--- src/rtl/rfc_pkg.sv ---
// ----------------------------------------------------------------------------
// rfc_pkg: shared types and constants of the response frame checker
// Request and result structs, frame phase, command and verdict codes, and the
// byte-wide CRC-16 update.
// ----------------------------------------------------------------------------
package rfc_pkg;

  localparam int BITS_PER_BYTE = 8;
  localparam logic [15:0] CRC_POLY = 16'hA001;

  // Configuration register indexes.
  localparam logic [1:0] CFG_NODE_ADDRESS   = 2'd0;
  localparam logic [1:0] CFG_ACCEPT_MAX_LEN = 2'd1;
  localparam logic [1:0] CFG_CRC_START      = 2'd2;

  // Configuration reset values.
  localparam logic [7:0]  NODE_ADDRESS_RST   = 8'd0;
  localparam logic [7:0]  ACCEPT_MAX_LEN_RST = 8'd64;
  localparam logic [15:0] CRC_START_RST      = 16'hFFFF;

  typedef enum logic [1:0] {
    CMD_BEGIN   = 2'd0,
    CMD_BYTE    = 2'd1,
    CMD_TIMEOUT = 2'd2
  } command_t;

  typedef enum logic [2:0] {
    V_OK           = 3'd0,
    V_NO_RESPONSE  = 3'd1,
    V_INCOMPLETE   = 3'd2,
    V_BAD_RESPONSE = 3'd3,
    V_BAD_CRC      = 3'd4
  } verdict_t;

  typedef enum logic [2:0] {
    PH_IDLE   = 3'd0,
    PH_ADDR   = 3'd1,
    PH_STATUS = 3'd2,
    PH_LEN    = 3'd3,
    PH_DATA   = 3'd4,
    PH_CRC_LO = 3'd5,
    PH_CRC_HI = 3'd6,
    PH_DONE   = 3'd7
  } phase_t;

  typedef struct packed {
    logic [1:0] command;
    logic [7:0] rx_byte;
  } req_t;

  typedef struct packed {
    logic       is_final;
    logic [7:0] data_byte;
    logic [7:0] data_index;
    logic [2:0] verdict;
    logic [7:0] device_status;
    logic [7:0] payload_len;
  } res_t;

  typedef struct packed {
    logic [7:0]  node_address;
    logic [7:0]  accept_max_len;
    logic [15:0] crc_start;
  } cfg_t;

  // One byte into a reflected CRC-16, least significant bit first.
  function automatic logic [15:0] crc_feed(input logic [15:0] crc_in,
                                           input logic [7:0]  data);
    logic [15:0] crc;
    crc = crc_in ^ {8'd0, data};
    for (int i = 0; i < BITS_PER_BYTE; i++) begin
      if (crc[0]) begin
        crc = (crc >> 1) ^ CRC_POLY;
      end else begin
        crc = crc >> 1;
      end
    end
    return crc;
  endfunction

endpackage

--- src/rtl/rfc_cfg_regs.sv ---
// ----------------------------------------------------------------------------
// rfc_cfg_regs: configuration registers
// Node address, largest accepted length and CRC start value, written through
// a plain write port.
// ----------------------------------------------------------------------------
module rfc_cfg_regs (
  input  logic          clk,
  input  logic          rst,
  input  logic          cfg_we,
  input  logic [1:0]    cfg_index,
  input  logic [15:0]   cfg_data,
  output rfc_pkg::cfg_t cfg
);
  import rfc_pkg::*;

  always_ff @(posedge clk) begin
    if (rst) begin
      cfg.node_address   <= NODE_ADDRESS_RST;
      cfg.accept_max_len <= ACCEPT_MAX_LEN_RST;
      cfg.crc_start      <= CRC_START_RST;
    end else if (cfg_we) begin
      unique case (cfg_index)
        CFG_NODE_ADDRESS:   cfg.node_address   <= cfg_data[7:0];
        CFG_ACCEPT_MAX_LEN: cfg.accept_max_len <= cfg_data[7:0];
        CFG_CRC_START:      cfg.crc_start      <= cfg_data;
        default: ;
      endcase
    end
  end

endmodule

--- src/rtl/rfc_frame_fsm.sv ---
// ----------------------------------------------------------------------------
// rfc_frame_fsm: frame phase tracker and result former
// Advances the frame state on each accepted request and forms at most one
// result from it in the same cycle.
// ----------------------------------------------------------------------------
module rfc_frame_fsm #(
  parameter int MAX_PAYLOAD = 64
) (
  input  logic          clk,
  input  logic          rst,
  input  logic          in_fire,
  input  rfc_pkg::req_t req,
  input  rfc_pkg::cfg_t cfg,
  output logic          res_valid,
  output rfc_pkg::res_t res
);
  import rfc_pkg::*;

  localparam logic [7:0] MaxLen = 8'(MAX_PAYLOAD);

  phase_t      phase, phase_next;
  logic [7:0]  byte_count, byte_count_next;
  logic [15:0] crc_reg, crc_reg_next;
  logic [7:0]  held_status, held_status_next;
  logic [7:0]  held_len, held_len_next;
  logic [7:0]  crc_low_byte, crc_low_byte_next;
  logic        addr_bad, addr_bad_next;

  logic        active;
  logic        len_bad;
  logic        last_data;
  logic [15:0] crc_fed;
  logic [8:0]  count_inc;

  assign active    = (phase != PH_IDLE) && (phase != PH_DONE);
  assign len_bad   = addr_bad || (req.rx_byte > MaxLen) || (req.rx_byte > cfg.accept_max_len);
  assign crc_fed   = crc_feed(crc_reg, req.rx_byte);
  assign count_inc = {1'b0, byte_count} + 9'd1;
  assign last_data = count_inc >= {1'b0, held_len};

  // Next state.
  always_comb begin
    phase_next        = phase;
    byte_count_next   = byte_count;
    crc_reg_next      = crc_reg;
    held_status_next  = held_status;
    held_len_next     = held_len;
    crc_low_byte_next = crc_low_byte;
    addr_bad_next     = addr_bad;
    unique case (command_t'(req.command))
      CMD_BEGIN: begin
        phase_next        = PH_ADDR;
        byte_count_next   = 8'd0;
        crc_reg_next      = cfg.crc_start;
        held_status_next  = 8'd0;
        held_len_next     = 8'd0;
        crc_low_byte_next = 8'd0;
        addr_bad_next     = 1'b0;
      end
      CMD_TIMEOUT: begin
        if (active) begin
          phase_next = PH_DONE;
        end
      end
      CMD_BYTE: begin
        unique case (phase)
          PH_ADDR: begin
            addr_bad_next = req.rx_byte != cfg.node_address;
            crc_reg_next  = crc_fed;
            phase_next    = PH_STATUS;
          end
          PH_STATUS: begin
            held_status_next = req.rx_byte;
            crc_reg_next     = crc_fed;
            phase_next       = PH_LEN;
          end
          PH_LEN: begin
            if (len_bad) begin
              phase_next = PH_DONE;
            end else begin
              held_len_next   = req.rx_byte;
              crc_reg_next    = crc_fed;
              byte_count_next = 8'd0;
              phase_next      = (req.rx_byte != 8'd0) ? PH_DATA : PH_CRC_LO;
            end
          end
          PH_DATA: begin
            crc_reg_next    = crc_fed;
            byte_count_next = count_inc[7:0];
            if (last_data) begin
              phase_next = PH_CRC_LO;
            end
          end
          PH_CRC_LO: begin
            crc_low_byte_next = req.rx_byte;
            phase_next        = PH_CRC_HI;
          end
          PH_CRC_HI: phase_next = PH_DONE;
          default: ;
        endcase
      end
      default: ;
    endcase
  end

  // Result for this request.
  always_comb begin
    res_valid         = 1'b0;
    res               = '0;
    res.device_status = held_status;
    res.payload_len   = held_len;
    unique case (command_t'(req.command))
      CMD_TIMEOUT: begin
        if (active) begin
          res_valid    = in_fire;
          res.is_final = 1'b1;
          res.verdict  = (phase == PH_ADDR) ? V_NO_RESPONSE : V_INCOMPLETE;
        end
      end
      CMD_BYTE: begin
        unique case (phase)
          PH_LEN: begin
            if (len_bad) begin
              res_valid    = in_fire;
              res.is_final = 1'b1;
              res.verdict  = V_BAD_RESPONSE;
            end
          end
          PH_DATA: begin
            res_valid      = in_fire;
            res.data_byte  = req.rx_byte;
            res.data_index = byte_count;
          end
          PH_CRC_HI: begin
            res_valid    = in_fire;
            res.is_final = 1'b1;
            res.verdict  = ({req.rx_byte, crc_low_byte} == crc_reg) ? V_OK : V_BAD_CRC;
          end
          default: ;
        endcase
      end
      default: ;
    endcase
  end

  always_ff @(posedge clk) begin
    if (rst) begin
      phase        <= PH_IDLE;
      byte_count   <= 8'd0;
      crc_reg      <= CRC_START_RST;
      held_status  <= 8'd0;
      held_len     <= 8'd0;
      crc_low_byte <= 8'd0;
      addr_bad     <= 1'b0;
    end else if (in_fire) begin
      phase        <= phase_next;
      byte_count   <= byte_count_next;
      crc_reg      <= crc_reg_next;
      held_status  <= held_status_next;
      held_len     <= held_len_next;
      crc_low_byte <= crc_low_byte_next;
      addr_bad     <= addr_bad_next;
    end
  end

  a_data_only_in_data_phase: assert property (@(posedge clk) disable iff (rst)
    (res_valid && !res.is_final) |-> (phase == PH_DATA))
    else $error("data result outside the data phase");

  a_final_closes_frame: assert property (@(posedge clk) disable iff (rst)
    (res_valid && res.is_final) |=> (phase == PH_DONE))
    else $error("final verdict did not close the frame");

  a_quiet_when_closed: assert property (@(posedge clk) disable iff (rst)
    (!active) |-> !res_valid)
    else $error("result from a closed frame");

  a_index_below_len: assert property (@(posedge clk) disable iff (rst)
    (phase == PH_DATA) |-> (byte_count < held_len))
    else $error("data index ran past the announced length");

endmodule

--- src/rtl/rfc_out_buf.sv ---
// ----------------------------------------------------------------------------
// rfc_out_buf: two-entry result buffer
// Holds results so a new request can be taken while one still waits.
// ----------------------------------------------------------------------------
module rfc_out_buf (
  input  logic          clk,
  input  logic          rst,
  input  logic          push,
  input  rfc_pkg::res_t push_res,
  output logic          has_room,
  output logic          out_valid,
  input  logic          out_ready,
  output rfc_pkg::res_t out_res
);
  import rfc_pkg::*;

  logic [1:0] count;
  res_t       head;
  res_t       tail;
  logic       pop;

  assign pop       = out_valid && out_ready;
  assign out_valid = count != 2'd0;
  assign has_room  = count != 2'd2;
  assign out_res   = head;

  always_ff @(posedge clk) begin
    if (rst) begin
      count <= 2'd0;
    end else if (push && !pop) begin
      count <= count + 2'd1;
    end else if (pop && !push) begin
      count <= count - 2'd1;
    end
  end

  always_ff @(posedge clk) begin
    if (push && !pop) begin
      if (count == 2'd0) begin
        head <= push_res;
      end else begin
        tail <= push_res;
      end
    end else if (pop && !push) begin
      head <= tail;
    end else if (pop && push) begin
      // Only possible with one entry held, so the new result becomes the head.
      head <= push_res;
    end
  end

  a_count_bound: assert property (@(posedge clk) disable iff (rst)
    count != 2'd3)
    else $error("result buffer count out of range");

  a_no_push_when_full: assert property (@(posedge clk) disable iff (rst)
    (count == 2'd2) |-> !push)
    else $error("result pushed into a full buffer");

  a_tail_moves_up: assert property (@(posedge clk) disable iff (rst)
    (count == 2'd2 && pop) |=> (out_valid && out_res == $past(tail)))
    else $error("second result lost after pop");

endmodule

--- src/rtl/response_frame_checker_core.sv ---
// ----------------------------------------------------------------------------
// response_frame_checker_core: reply frame checker with CRC-16 check
// Tracks one reply frame from a serial bus node and reports its data bytes
// and its final verdict.
// ----------------------------------------------------------------------------
// Usage:
// Requests arrive on in_valid/in_ready with in_req carrying a command
// (begin, received byte or timeout) and the received byte. A begin arms the
// checker for a new reply; bytes then walk through address, status, length,
// data and the two CRC bytes (low byte first). Each data byte yields one
// result on out_valid/out_ready; a frame not dropped by a new begin ends in
// one final verdict: ok, no response, incomplete, bad response or bad CRC.
// After the verdict, bytes and timeouts are dropped until the next begin.
// The configuration port writes node address, largest accepted length and
// CRC start value; write it only while no request is in flight.
// A result is visible on out_res the cycle after its request is accepted,
// when no older result still waits in the buffer.
// Throughput is one request per cycle while the result buffer has room;
// the CRC update of one byte is the longest path between request and buffer.
// Results go into a two-entry buffer, so a request is still taken while one
// result waits; in_ready falls only when both entries are full.
// Synchronous reset returns the frame to idle, empties the buffer and loads
// the configuration reset values.
// ----------------------------------------------------------------------------
module response_frame_checker_core #(
  parameter int MAX_PAYLOAD = 64
) (
  input  logic          clk,
  input  logic          rst,
  input  logic          cfg_we,
  input  logic [1:0]    cfg_index,
  input  logic [15:0]   cfg_data,
  input  logic          in_valid,
  output logic          in_ready,
  input  rfc_pkg::req_t in_req,
  output logic          out_valid,
  input  logic          out_ready,
  output rfc_pkg::res_t out_res
);
  import rfc_pkg::*;

  cfg_t cfg;
  logic in_fire;
  logic res_valid;
  res_t res;

  // A request is taken whenever the result buffer has a free entry, even if
  // this request ends up producing no result.
  assign in_fire = in_valid && in_ready;

  rfc_cfg_regs u_cfg_regs (
    .clk       (clk),
    .rst       (rst),
    .cfg_we    (cfg_we),
    .cfg_index (cfg_index),
    .cfg_data  (cfg_data),
    .cfg       (cfg)
  );

  rfc_frame_fsm #(
    .MAX_PAYLOAD (MAX_PAYLOAD)
  ) u_frame_fsm (
    .clk       (clk),
    .rst       (rst),
    .in_fire   (in_fire),
    .req       (in_req),
    .cfg       (cfg),
    .res_valid (res_valid),
    .res       (res)
  );

  rfc_out_buf u_out_buf (
    .clk       (clk),
    .rst       (rst),
    .push      (res_valid),
    .push_res  (res),
    .has_room  (in_ready),
    .out_valid (out_valid),
    .out_ready (out_ready),
    .out_res   (out_res)
  );

endmodule

--- config.mk ---
export PLATFORM = sky130hd
export DESIGN_NAME = response_frame_checker_core
export DESIGN_NICKNAME = d
export VERILOG_FILES = /design/src/rtl/rfc_pkg.sv /design/src/rtl/rfc_cfg_regs.sv /design/src/rtl/rfc_frame_fsm.sv /design/src/rtl/rfc_out_buf.sv /design/src/rtl/response_frame_checker_core.sv
export SDC_FILE = /design/constraint.sdc
export NUM_CORES = 1
export LEC_CHECK = 0
export BUFFER_PORTS_ARGS = -buffer_cell sky130_fd_sc_hd__buf_2
export CORE_MARGIN = 4
export CORE_UTILIZATION = 59
export DETAILED_ROUTE_END_ITERATION = 8
export PLACE_DENSITY = 0.76
export SETUP_SLACK_MARGIN = 0.3
export SLEW_MARGIN = 20
export SYNTH_ARGS = -nofsm -noshare
export SYNTH_HDL_FRONTEND = slang
export SYNTH_SLANG_ARGS = --single-unit
--- constraint.sdc ---
create_clock -name clk -period 6.2 [get_ports clk]
set_input_delay 0.62 -clock clk [delete_from_list [all_inputs] [get_ports clk]]
set_output_delay 0.62 -clock clk [all_outputs]
set_load 0.02 [all_outputs]
### After elaboration in Yosys (flattened, before gate mapping)

Cells that the tools add are included.
W data, S select, Z words.

* register bits: 158
* latch bits: 0
* bits in writable memories: 0
* memory bits (read-only): 0
* input bits: 33
* output and inout bits: 38
* logic and storage cells: 150
* memories: 0

* $add $sub $neg: 3
* multipliers: 0
* divide/modulo/power cells: 0
* $lt $le $gt $ge: 3
* equal/unequal tests: 26
* shift operators: 0
* mux-type cells: 51
* bitwise gates (word level): 10
* reductions and logical operators: 34

Operator list (number)
* $mux W16: 11
* $mux W36: 4
* $pmux W8 S2: 5
* $pmux W16 S2: 2
* $mux W8: 5
* $not A2 Y3: 8
* $pmux W3 S6: 1
* $eq A16 B16 Y1: 1
* $xor A16 B8 Y16: 1
* $mux W3: 5
* $ne A2 B2 Y1 const B: 6
* $ne A3 B3 Y1 const B: 4
* $pmux W3 S2: 2
* $reduce_and A4 Y1: 3
* $pmux W1 S2: 5
* $reduce_and A2 Y1: 5
* $add A8 B1 Y9 const B: 1
* $eq A3 B3 Y1 const B: 3
* $ge A9 B8 Y1: 1
* $pmux W3 S3: 1
* $reduce_and A3 Y1: 3
* $reduce_bool A3 Y1: 3
* $gt A8 B7 Y1 const B: 1
* $gt A8 B8 Y1: 1
* 22 further kinds: 45

### Longest topological paths before layout

* depth after elaboration: 20
* mapped depth: 17
* mapped depth without buffers: 14

### By module

Synthesis repeated with hierarchy kept, for this count alone.

* cells, all modules: 703
* area total of the unflattened synthesis: 7846.3 um^2

Modules (own cells, without submodules)
* rfc_frame_fsm: times used 1, cells an instance 436, area each 3608.5 um^2, seq. area each 1041.0 um^2
* rfc_out_buf: times used 1, cells an instance 131, area each 2897.8 um^2, seq. area each 2202.1 um^2
* rfc_cfg_regs: times used 1, cells an instance 135, area each 1333.8 um^2, seq. area each 640.6 um^2
* response_frame_checker_core: times used 1, cells an instance 1, area each 6.3 um^2, seq. area each 0.0 um^2

### Least setup slack after synthesis

No wires, ideal clock.

* kind: input to register
* start: in in_req[0] in the netlist's numbering
* end: reg u_out_buf.head (netlist bit u_out_buf.out_res[0]), enable pin
* library setup time: 0.479 ns
* arrival time: 4.572 ns
* data required time: 5.721 ns
* setup slack: 1.149 ns
* stages: 11
* path buffers: 1
* cell sequence: buf_2 inv_1 ha_1 nand4_1 or2_2 and3_1 o2bb2ai_1 a41o_1 a31o_2 o2111ai_1 o21ai_0

* cells in the longest elaborated chain, start to end: 10
* elaborated cells between the ends (all ways): 14
* classes of those cells: order compare: 2; eq/ne: 1; mux: 3; reduce/logical: 8

Ends and longest elaborated chain
* start: declaration: line response_frame_checker_core.sv:35 `input rfc_pkg::req_t in_req,`
* $gt A8 B7 Y1: line rfc_frame_fsm.sv:36 `assign len_bad = addr_bad || (req.rx_byte > MaxLen) || (req.rx_byte > cfg.accept_max_len);`
* $logic_or A1 B1 Y1: line rfc_frame_fsm.sv:36
* $logic_or A1 B1 Y1 (*): line rfc_frame_fsm.sv:36
* $mux W1 (*): line rfc_frame_fsm.sv:123 `if (len_bad) begin`
* $pmux W1 S2 (*): line rfc_frame_fsm.sv:121 `unique case (phase)`
* $pmux W1 S2 (*): line rfc_frame_fsm.sv:112 `unique case (command_t'(req.command))`
* $logic_not A1 Y1: line rfc_out_buf.sv:44 `end else if (pop && !push) begin`
* $logic_and A1 B1 Y1: line rfc_out_buf.sv:44
* $reduce_bool A3 Y1 (no source line)
* $reduce_and A2 Y1 (no source line) (*)
* end signal: assignment: line rfc_out_buf.sv:40 `head <= push_res;`
* end signal: assignment: line rfc_out_buf.sv:45 `head <= tail;`
* end signal: assignment: line rfc_out_buf.sv:48 `head <= push_res;`
* end: declaration: line rfc_out_buf.sv:18 `res_t head;`

Mark *: on every way between the ends. The rest lies on a longest branch, timed or not.
A chain may end at the register's enable or synchronous reset.

### Final worst setup path

* start: in in_req[7] in the netlist's numbering
* end: reg u_out_buf.head (netlist bit u_out_buf.out_res[30]), data pin

* cells in the longest elaborated chain, start to end: 10
* elaborated cells between the ends (all ways): 12
* classes of those cells: order compare: 2; mux: 5; reduce/logical: 5

Ends and longest elaborated chain
* $gt A8 B7 Y1: line rfc_frame_fsm.sv:36
* $logic_or A1 B1 Y1: line rfc_frame_fsm.sv:36
* $logic_or A1 B1 Y1 (*): line rfc_frame_fsm.sv:36
* $mux W1 (*): line rfc_frame_fsm.sv:123
* $pmux W1 S2 (*): line rfc_frame_fsm.sv:121
* $pmux W1 S2 (*): line rfc_frame_fsm.sv:112
* $logic_not A1 Y1: line rfc_out_buf.sv:44
* $logic_and A1 B1 Y1: line rfc_out_buf.sv:44
* $mux W36: line rfc_out_buf.sv:44
* $mux W36 (*): line rfc_out_buf.sv:38 `if (push && !pop) begin`

Marks and branches as above.

==> qor.txt <==
Result of the run = completed
Clock slew seen by the registers of the worst setup and hold paths = 0.06 ns
Total met3 wirelength after detailed routing = 1220 um
Layout Area Growth over Synthesis = 13.6%
Syn Inst Count = 701
Wire length per cell after detailed routing = 18.3 um
Transition time of the tightest slew-check pin = 1.12 ns
Final hold violation count = 0
Synthesized area = 0.00757 mm2
Total CTS buffers = 17
Post-placement setup slack = 1.41 ns
Die footprint = 0.0147 mm2
Combinational family with the most area after synthesis = simple AND/OR/NAND/NOR gates
Maximum VDD drop = 0.185 mV
Count of instances resized after the clock tree is built = 0
Most frequent cells in the layout = 86 x dfxtp_1, 72 x edfxtp_1, 70 x buf_2
Total wirelength of the detailed-routed design = 17200 um
Area of combinational cells with multiple inputs = 0.00342 mm2
CTS tree = built
Highest fanout seen on the critical path = 29
Share of layout cells above drive strength 1 = 20.0%
Fill cells = 963
Starting density of the core = 60.2%
Std cell rows = 41
Grt ovf = 0
Flip-flop and latch area = 0.00388 mm2
Portion of the post-synthesis area used by sequential elements = 51.3%
Final critical delay including setup and external delays = 4.36 ns
Worst slew margin relative to its limit = 25.3%
Final setup violation count = 0
Series of cell instances along the critical path = buf_2 > ha_1 > nand4_1 > or2_2 > and3_1 > o2bb2ai_1 > a41o_1 > a31o_2 > o2111ai_1 > inv_1 > ha_1 > nor2b_4 > buf_4 > mux2_2
Cell with the largest stage delay on the worst path = nor2b_4
Simple-gate share of the synthesized area = 15.4%
Largest net degree at the start of global routing = 90
Clock net sink count = 158
Setup slack after layout = 1.84 ns
Number of vias after detailed routing = 5403
Syn_nets = 757
Overall die height = 121 um
Initial antenna violation count = 0
Areal power density over the cells = 316 mW/mm2
Met2 wire len = 8310 um
Average cell area after synthesis = 10.8 um2
Die width = 121 um
Total iterations of the first detailed-routing run = 5
YS warnings = 0
Reported max-cap violation count = 0
Post-CTS Setup Bufs = 0
Synth cell types = 53
Total global-route track usage = 24.9%
Synthesized-area fraction occupied by ao, oa, aoi and oai cells = 9.15%
CP required = 6.38 ns
Post-layout nets = 808
Unrepaired setup endpoints after global routing = no
Xor-xnor portion of the synthesized cell area = 6.70%
Final-report max-slew violation count = 0
I/O pin cnt = 71
Portion of netlist area occupied by mux cells = 9.86%
Leakage power summed over all cells = 3.36 nW
Uppermost signal routing layer after detailed routing = met4
Antenna diode count = 0
Length of routed wiring on met1 = 7270 um
Critical path class = primary input to flip-flop
Number of buffer and inverter stages on the critical path = 3
Adder-cell area share of the yosys netlist = 3.80%
Critical path arrival = 4.54 ns
Routability Congestion = 0.945
Buffer cell driving the clock tree root = clkbuf_16
Element type at the critical path start = primary input
Remaining antenna violation count = 0
Latest clock arrival within the worst-skew pair = 0.43 ns
Level count of the clock H-tree = 4
Core Region = 0.0126 mm2
Flops & latches, synth = 158
Setup Skew = 0.00946 ns
HPWL after DPL = 12100 um
Slowest stage delay, CP = 0.67 ns
Total Power = 0.00272 W
Via count of the first global-routing pass = 5364
Type of element capturing the critical path = flip-flop
Post-route clock period utilization = 70.4%
DRC violation count after routing = 0
Commonest non-fill, non-tap cell in the layout = dfxtp_1
Most used cell, CP = ha_1
Total negative setup slack = 0 ns
Maximum buffer depth of the clock tree = 2
DRC violation total after the first TritonRoute iteration = 479
Vias per cell = 5.77
Top cell family by delay on the critical path = simple AND/OR/NAND/NOR gates
Min-Delay Path Class = primary input to flip-flop
Fmax achieved = 229 MHz
Number of I/O port buffers = 70
First-pass GRT wire length = 28000 um
Hold-fix buffers, CTS = 0
==> worst reg2reg max path: cells and delay by family (launching register included) <==
kind,cells,cell delay (ns)
adders and majority gates,2,0.55
muxes,1,0.37
buffers and inverters,3,0.50
AOI/OAI and AO/OA,4,1.02
DFF,1,0.34
and+or+nand+nor,4,1.33
==> final cells by class <==
type                       instances  area share [%]
sequential                       158            45.2
multi-input combinational        478            39.8
clock buffer                      20            5.08
timing repair buffer              76            4.60
tap                              172            2.50
clock inverter                    12            1.96
inverter                          21           0.917
==> path summary, 6_finish.rpt <==
path	from	end	slack [ns]	depth (start not counted)
max reg2reg	u_cfg_regs.cfg[23]	u_out_buf.out_res[30]	1.85	14
max	in_req[7]	u_out_buf.out_res[30]	1.84	14
min reg2reg	u_frame_fsm.held_len[7]	u_out_buf.tail[7]	0.44	0
min	cfg_data[12]	u_cfg_regs.cfg[12]	0.40	3
==> cells by family (layout without fill, tap and decap cells) <==
family | after synthesis | in the layout
and+or+nand+nor | 230 | 230
DFF | 158 | 158
AOI/OAI and AO/OA | 97 | 97
muxes | 71 | 71
buffers and inverters | 65 | 129
xor gates and xnor gates | 57 | 57
adders and majority gates | 23 | 23
==> synthesized netlist by cell type (all sizes together) <==
cell type  count  area share [%]
dfxtp         86              23
buf           16             1.3
a31oi          3            0.25
o21a           4            0.40
nor3           4            0.26
nand4b         3            0.35
a211o         15             1.9
nor3b          1           0.099
nor2          65             3.2
a21oi         20             1.4
o21ai         28             1.9
or3            4            0.33
edfxtp        72              29
o41ai          1            0.22
xnor2         43             5.1
nor2b          8            0.66
nor4b          1            0.12
a31o           1            0.12
a41o           1            0.13
clkbuf        28             1.4
nand3b        20             2.0
or3b           1            0.12
nand3          8            0.53
o2bb2ai        2            0.31
a21boi         2            0.25
xor2          14             1.6
a41oi          1            0.12
ha            23             3.8
and3b          2            0.23
o2111ai        1            0.12
and2          24             2.0
nand4          9            0.74
or2            4            0.33
inv           21             1.0
mux2          28             4.2
nand2         58             2.9
mux2i         43             5.7
nor4           4            0.41
o31ai          5            0.50
a211oi         8             1.1
and3           5            0.41
nand2b         9            0.74
a21o           5            0.50
==> metrics by stage <==
stage               cell area [um2]  utilization [%]  hold WS (ns)  instances
finish                         8600             68.4         0.400        937
floorplan                      7570                -         0.408        701
CTS                            8600             68.4         0.388        937
global route                   8600             68.4         0.405        937
detailed placement             7990             63.6         0.427        905
global placement               7990             63.6         0.413        905
==> report_power, final <==
| part | internal, W | switching (W) | leakage [nW] |
|---|---|---|---|
| Clock | 0.000670 | 0.000410 | 0.297 |
| Sequential | 0.00116 | 0.0000329 | 1.34 |
| Combinational | 0.000176 | 0.000264 | 1.72 |
| Total | 0.00201 | 0.000706 | 3.36 |
==> per-layer routing <==
layer / up-vias / track usage (%)
met4: 0 / 9.87
met5: - / 0
met3: 40 / 5.69
met2: 216 / 40.7
met1: 2591 / 32.2
li1: 2556 / -
Note: power is estimated with default switching activity, not from simulation.
